$ cat config.mk
export PLATFORM = sky130hd
export DESIGN_NAME = hsv_to_rgb_pixel
export DESIGN_NICKNAME = d
export VERILOG_FILES = /design/src/h2r_pkg.sv /design/src/h2r_front.sv /design/src/h2r_scale.sv /design/src/hsv_to_rgb_pixel.sv
export SDC_FILE = /design/constraint.sdc
export NUM_CORES = 2
export LEC_CHECK = 0
export BUFFER_PORTS_ARGS = -buffer_cell sky130_fd_sc_hd__buf_4
export CORE_MARGIN = 3
export CORE_UTILIZATION = 46
export DETAILED_ROUTE_END_ITERATION = 8
export PLACE_DENSITY = 0.69
export SLEW_MARGIN = 15
export SYNTH_ARGS = -nofsm -noshare
export SYNTH_HDL_FRONTEND = slang
export SYNTH_SLANG_ARGS = --single-unit
export TNS_END_PERCENT = 10
$ cat constraint.sdc
create_clock -name clk_i -period 8.6 [get_ports clk_i]
set_input_delay 2.58 -clock clk_i [delete_from_list [all_inputs] [get_ports clk_i]]
set_output_delay 2.58 -clock clk_i [all_outputs]
set_load 0.01 [all_outputs]
$ cat src/h2r_pkg.sv
// Shared types, constants and helpers for the HSV to RGB pixel pipeline.
package h2r_pkg;

  // Field widths
  localparam int HueW = 9;
  localparam int PctW = 7;
  localparam int ChW  = 8;
  localparam int FracW = 6;
  localparam int XW   = 13;

  // Scaled numerator v*x and its reduced form (v*x*17)>>6
  localparam int MW   = 20;
  localparam int M17W = 24;
  localparam int ZW   = 18;

  // Reciprocal of 625 as 2^28 / 625, rounded up; exact for z below 2^18
  localparam int RecipW     = 19;
  localparam int RecipShift = 28;
  localparam int ProdW      = ZW + RecipW;
  localparam logic [RecipW-1:0] Recip625 = 19'd429497;

  // Pipeline depth: reduce, lane terms, multiply, scale, divide, select
  localparam int NumStages = 6;

  // Arithmetic constants
  localparam logic [HueW-1:0]  HueTurn    = 9'd360;
  localparam logic [PctW-1:0]  PctMax     = 7'd100;
  localparam logic [FracW-1:0] SectorSpan = 6'd60;
  localparam logic [XW-1:0]    XFull      = 13'd6000;

  // Lanes: every channel value is floor(v * x * 255 / 600000)
  localparam int NumLanes = 4;
  localparam int LaneFull = 0;
  localparam int LaneP    = 1;
  localparam int LaneQ    = 2;
  localparam int LaneT    = 3;

  typedef enum logic [2:0] {
    SecRedYel  = 3'd0,
    SecYelGrn  = 3'd1,
    SecGrnCyan = 3'd2,
    SecCyanBlu = 3'd3,
    SecBluMag  = 3'd4,
    SecMagRed  = 3'd5
  } h2r_sector_e;

  typedef struct packed {
    logic [HueW-1:0] hue;
    logic [PctW-1:0] saturation;
    logic [PctW-1:0] value;
  } h2r_in_t;

  typedef struct packed {
    logic [ChW-1:0] red;
    logic [ChW-1:0] green;
    logic [ChW-1:0] blue;
  } h2r_out_t;

  typedef logic [NumLanes-1:0][XW-1:0]  h2r_lanes_x_t;
  typedef logic [NumLanes-1:0][ChW-1:0] h2r_lanes_ch_t;

  // First hue of each sector
  function automatic logic [HueW-1:0] sector_base(input h2r_sector_e sec);
    logic [HueW-1:0] base;
    unique case (sec)
      SecRedYel:  base = 9'd0;
      SecYelGrn:  base = 9'd60;
      SecGrnCyan: base = 9'd120;
      SecCyanBlu: base = 9'd180;
      SecBluMag:  base = 9'd240;
      SecMagRed:  base = 9'd300;
      default:    base = 9'd0;
    endcase
    return base;
  endfunction

endpackage

$ cat src/h2r_front.sv
// Front stages: hue reduction, sector split and per-lane numerator terms.
module h2r_front (
  input  logic                  clk_i,
  input  logic [1:0]            en_i,
  input  h2r_pkg::h2r_in_t      in_i,
  output h2r_pkg::h2r_sector_e  sector_o,
  output logic [h2r_pkg::PctW-1:0] v_o,
  output h2r_pkg::h2r_lanes_x_t x_o
);
  import h2r_pkg::*;

  logic [HueW-1:0]  hue_red;
  h2r_sector_e      sec_d, sec1_q, sec2_q;
  logic [FracW-1:0] frac_d, frac1_q;
  logic [PctW-1:0]  s_d, s1_q, v_d, v1_q, v2_q;
  logic [FracW-1:0] k_t;
  h2r_lanes_x_t     x_d, x_q;

  // Wrap hue into 0..359, find the sector and the offset within it; clamp s and v to 100
  always_comb begin
    hue_red = (in_i.hue >= HueTurn) ? in_i.hue - HueTurn : in_i.hue;
    if (hue_red >= 9'd300)      sec_d = SecMagRed;
    else if (hue_red >= 9'd240) sec_d = SecBluMag;
    else if (hue_red >= 9'd180) sec_d = SecCyanBlu;
    else if (hue_red >= 9'd120) sec_d = SecGrnCyan;
    else if (hue_red >= 9'd60)  sec_d = SecYelGrn;
    else                        sec_d = SecRedYel;
    frac_d = FracW'(hue_red - sector_base(sec_d));
    s_d    = (in_i.saturation > PctMax) ? PctMax : in_i.saturation;
    v_d    = (in_i.value > PctMax) ? PctMax : in_i.value;
  end

  always_ff @(posedge clk_i) begin
    if (en_i[0]) begin
      sec1_q  <= sec_d;
      frac1_q <= frac_d;
      s1_q    <= s_d;
      v1_q    <= v_d;
    end
  end

  // Form x = 6000 - s*k for each lane: k is 0, 60, f or 60-f
  always_comb begin
    k_t            = SectorSpan - frac1_q;
    x_d[LaneFull]  = XFull;
    x_d[LaneP]     = XFull - XW'(s1_q) * XW'(SectorSpan);
    x_d[LaneQ]     = XFull - XW'(s1_q) * XW'(frac1_q);
    x_d[LaneT]     = XFull - XW'(s1_q) * XW'(k_t);
  end

  always_ff @(posedge clk_i) begin
    if (en_i[1]) begin
      sec2_q <= sec1_q;
      v2_q   <= v1_q;
      x_q    <= x_d;
    end
  end

  assign sector_o = sec2_q;
  assign v_o      = v2_q;
  assign x_o      = x_q;

endmodule

$ cat src/h2r_scale.sv
// One channel lane: floor(v * x * 255 / 600000) over three register stages.
module h2r_scale (
  input  logic                      clk_i,
  input  logic [2:0]                en_i,
  input  logic [h2r_pkg::PctW-1:0]  v_i,
  input  logic [h2r_pkg::XW-1:0]    x_i,
  output logic [h2r_pkg::ChW-1:0]   ch_o
);
  import h2r_pkg::*;

  logic [MW-1:0]   m_d, m_q;
  logic [M17W-1:0] m17;
  logic [ZW-1:0]   z_d, z_q;
  logic [ProdW-1:0] prod;
  logic [ChW-1:0]  ch_d, ch_q;

  // 255/600000 = 17/40000 = 17 / (64 * 625)
  assign m_d  = MW'(v_i) * MW'(x_i);
  assign m17  = {m_q, 4'b0000} + M17W'(m_q);
  assign z_d  = m17[M17W-1:M17W-ZW];
  assign prod = ProdW'(z_q) * ProdW'(Recip625);
  assign ch_d = prod[RecipShift+ChW-1:RecipShift];

  always_ff @(posedge clk_i) begin
    if (en_i[0]) m_q  <= m_d;
    if (en_i[1]) z_q  <= z_d;
    if (en_i[2]) ch_q <= ch_d;
  end

  assign ch_o = ch_q;

endmodule

$ cat src/hsv_to_rgb_pixel.sv
// HSV to RGB pixel converter, six-stage pipeline.
// Throughput: one pixel per cycle; each stage holds under stall and fills bubbles.
// Reset clears the stage valid bits only; data registers are not reset.
module hsv_to_rgb_pixel (
  input  logic              clk_i,
  input  logic              rst_ni,
  input  logic              in_valid_i,
  output logic              in_stall_o,
  input  h2r_pkg::h2r_in_t  in_i,
  output logic              out_valid_o,
  input  logic              out_stall_i,
  output h2r_pkg::h2r_out_t out_o
);
  import h2r_pkg::*;

  logic [NumStages-1:0] valid_q;
  logic [NumStages:0]   ready;
  h2r_sector_e          sec2, sec3_q, sec4_q, sec5_q;
  logic [PctW-1:0]      v2;
  h2r_lanes_x_t         x2;
  h2r_lanes_ch_t        ch5;
  h2r_out_t             out_d, out_q;

  // Stage advances when empty or when the stage after it advances
  always_comb begin
    ready[NumStages] = !out_stall_i;
    for (int i = NumStages - 1; i >= 0; i--) begin
      ready[i] = !valid_q[i] || ready[i+1];
    end
  end

  assign in_stall_o = !ready[0];

  // Advance valid bits with the data
  always_ff @(posedge clk_i or negedge rst_ni) begin
    if (!rst_ni) begin
      valid_q <= '0;
    end else begin
      if (ready[0]) valid_q[0] <= in_valid_i;
      for (int i = 1; i < NumStages; i++) begin
        if (ready[i]) valid_q[i] <= valid_q[i-1];
      end
    end
  end

  h2r_front u_front (
    .clk_i    (clk_i),
    .en_i     (ready[1:0]),
    .in_i     (in_i),
    .sector_o (sec2),
    .v_o      (v2),
    .x_o      (x2)
  );

  for (genvar l = 0; l < NumLanes; l++) begin : g_lane
    h2r_scale u_scale (
      .clk_i (clk_i),
      .en_i  (ready[4:2]),
      .v_i   (v2),
      .x_i   (x2[l]),
      .ch_o  (ch5[l])
    );
  end

  // Carry the sector alongside the lane stages
  always_ff @(posedge clk_i) begin
    if (ready[2]) sec3_q <= sec2;
    if (ready[3]) sec4_q <= sec3_q;
    if (ready[4]) sec5_q <= sec4_q;
  end

  // Route lanes to channels by sector
  always_comb begin
    unique case (sec5_q)
      SecRedYel: begin
        out_d.red = ch5[LaneFull]; out_d.green = ch5[LaneT]; out_d.blue = ch5[LaneP];
      end
      SecYelGrn: begin
        out_d.red = ch5[LaneQ]; out_d.green = ch5[LaneFull]; out_d.blue = ch5[LaneP];
      end
      SecGrnCyan: begin
        out_d.red = ch5[LaneP]; out_d.green = ch5[LaneFull]; out_d.blue = ch5[LaneT];
      end
      SecCyanBlu: begin
        out_d.red = ch5[LaneP]; out_d.green = ch5[LaneQ]; out_d.blue = ch5[LaneFull];
      end
      SecBluMag: begin
        out_d.red = ch5[LaneT]; out_d.green = ch5[LaneP]; out_d.blue = ch5[LaneFull];
      end
      default: begin
        out_d.red = ch5[LaneFull]; out_d.green = ch5[LaneP]; out_d.blue = ch5[LaneQ];
      end
    endcase
  end

  // Hold the result until its transfer
  always_ff @(posedge clk_i) begin
    if (ready[5]) out_q <= out_d;
  end

  assign out_valid_o = valid_q[NumStages-1];
  assign out_o       = out_q;

endmodule

==> impl_metrics.json <==
{
  "status": "completed",
  "critPathLaunchType": "input port",
  "placedCellCount": 5919,
  "rows": 117,
  "yosysWarnings": 0,
  "hp-class": "reg -> reg",
  "port_buffers": 52,
  "antenna_cells": 0,
  "start_util_pct": 46.4,
  "grt_use_total_pct": 18.1,
  "fin_crit_ns": 6.51,
  "ios": 53,
  "place_congestion": 0.941,
  "dpl.hpwl_um": 80100,
  "critPathArrivalTime_ns": 3.93,
  "fin_nets": 6212,
  "end_kind": "primary output",
  "cts_tree": "yes",
  "worst_pin_slew_ns": 1.04,
  "drc": 0,
  "synth_top_flop_cell": "edfxtp_1",
  "seq_area_frac_synth_pct": 18.0,
  "maxSlewViolCount": 0,
  "maxCapViolations": 0,
  "synth_edf_count": 279,
  "cts_root_buf": "clkbuf_16",
  "fmax_ghz": 0.154,
  "grt_antenna_before_repair": 0,
  "grt_pass1_wl_um": 159000,
  "wirelength_um": 93200,
  "cts_buffers": 35,
  "die_w_um": 327,
  "regArea_um2": 8530,
  "finClkSkew_ns": 0.0354,
  "layoutNonFillerInstCount": 5981,
  "place_area_um2": 49300,
  "ys_async_sr_fraction_pct": 2.11,
  "synth.cell_area_um2": 47400,
  "rsz0062_at_grt": "false",
  "syn_avg_cell_area_um2": 10.4,
  "ys_ff_latch": 285,
  "postLayoutCellArea_um2": 50400,
  "critPathRequiredTime_ns": 6.02,
  "area_delta_synth_final_pct": 6.48,
  "hold_violations": 0,
  "fin_tns_setup_ns": 0,
  "ant_nets": 0,
  "drtPass1Iterations": 5,
  "grt_max_degree": 77,
  "worstPathMaxFanout": 25,
  "dieArea_um2": 107000,
  "post-cts-setup-buffers": 0,
  "clock_sinks": 285,
  "setup_viol": 0,
  "cts_hold_buf": 0,
  "worstSetupPathType": "in -> out",
  "htreeDepth": 2,
  "cts_resized": 0,
  "grt_pass1_vias": 31900,
  "die_y_um": 327,
  "fillers": 9298,
  "core_um2": 102000,
  "cts.clk_slew.worst_paths_ns": 0.06,
  "ys_types": 70,
  "layout-drive-gt1-share_pct": 3.47,
  "wl_per_cell_um": 15.6,
  "drt_iter0_drc": 1391,
  "via_count": 29900,
  "multi_input_area_um2": 34200,
  "clk_latency_ns": 0.56,
  "overflow": 0,
  "slew_headroom_pct": 30.8,
  "clock_path_buffers": 3,
  "synth_cells": 4547,
  "fin_crit_sh_pct": 75.7,
  "syn_nets": 6171,
  "avgViaCountPerCell": 5.00
}
## kinds of logic after synthesis
| family | synth area share [%] |
|---|---|
| adder cells (fa/ha/maj) | 53.8 |
| multiplexers | 0.719 |
| XOR/XNOR | 3.88 |
| AO/OA/AOI/OAI | 6.41 |
| flip-flops | 18.0 |
| buffers and inverters | 9.89 |
| AND/OR/NAND/NOR | 7.25 |
## through the flow
stage               hold slack (ns)  utilization (%)  setup slack (ns)
floorplan                     0.400                -              2.18
global placement              0.401             48.4              2.09
detailed placement            0.409             48.4              2.09
CTS                           0.389             49.4              2.08
global route                  0.401             49.4              2.00
finish                        0.405             49.4              2.09
## path summary, 6_finish.rpt
check | start | to | slack (ns) | depth (start not counted)
hold / removal | u_front.sector_o[2] | sec3_q[2] | 0.40 | 0
setup / recovery | out_stall_i | in_stall_o | 2.09 | 7
hold reg to reg | u_front.sector_o[2] | sec3_q[2] | 0.40 | 0
min in group asynchronous | rst_ni | valid_q[5] | 1.83 | 1
max in group asynchronous | rst_ni | valid_q[0] | 6.64 | 1
setup reg to reg | g_lane[1].u_scale.z_q[10] | g_lane[1].u_scale.ch_o[7] | 2.38 | 20
## layout make-up
type                    count  share of cell area (%)
flip-flops and latches    285                    16.9
clock inverters            25                   0.372
well taps                1368                    3.39
repair buffers             66                   0.982
inverters                1184                    8.81
multi-input cells        3016                    67.7
clock buffers              37                    1.79
## synthesized netlist by cell type (all sizes together) (4+ instances only)
cell type	number	area, µm²
a31oi	16	100
or3	10	62.6
o21a	20	150
o211ai	9	67.6
clkbuf	52	195
o21ai	91	455
nand2b	22	138
xnor2	149	1310
o31a	4	35.0
and2	158	988
a211oi	20	160
a221o	8	80.1
nand4	10	62.6
nor2b	22	138
nand3	30	150
nor2	129	489
or2	13	81.3
nor3b	11	82.6
inv	1184	4440
a21oi	162	818
ha	862	10800
o21bai	29	218
o31ai	6	45.0
a31o	5	43.8
dfrtp	6	150
fa	735	14700
buf	10	43.8
a21o	45	338
a211o	6	52.6
mux2i	25	250
mux2	8	90.1
a311oi	4	41.3
xor2	61	534
and3	16	100
and4	4	35.0
o2111ai	8	70.1
edfxtp	279	8380
a32oi	8	70.1
nor3	27	135
nand2	244	916
a21boi	9	67.6
## cells in the final DEF, fill, tap and decap left out, types with 29 or more instances in the layout
cell type | synthesis | layout
a21oi_1 | 160 | 160
o21ai_0 | 85 | 85
xor2_1 | 61 | 61
xnor2_1 | 149 | 149
buf_4 | 1 | 66
and2_1 | 158 | 158
nand3_1 | 30 | 30
o21bai_1 | 29 | 29
clkbuf_16 | 0 | 36
a21o_1 | 45 | 45
ha_1 | 862 | 862
inv_1 | 1183 | 1182
nand2_1 | 244 | 242
edfxtp_1 | 279 | 279
fa_1 | 735 | 735
nor2_1 | 127 | 127
## state kept, by name (all words and copies together), names as in the netlist
name / count
valid_q: 6
u_front.sector_o: 3
out_o: 24
sec3_q: 3
g_lane.u_scale.z_q: 72
u_front.sec1_q: 3
u_front.x_o: 36
sec4_q: 3
u_front.s1_q: 7
u_front.frac1_q: 6
g_lane.u_scale.m_q: 73
u_front.v_o: 7
g_lane.u_scale.ch_o: 32
u_front.v1_q: 7
sec5_q: 3
## per-layer routing
layer	vias up	part of all wire, %	GRT usage (%)
met1	14900	48	26.0
met4	0	1.5	3.32
li1	14500	-	-
met2	435	47	30.2
met3	84	3.6	1.80
met5	-	0	0
## worst max-delay path: stages
cell	delay, ns
buf_4	0.11
and3_1	0.22
and3_1	0.26
nand3_1	0.10
buf_4	0.37
inv_1	0.08
buf_4	0.15
Power is not shown: default switching activity piles up to over one toggle a cycle in this logic, so the estimate is an artifact.
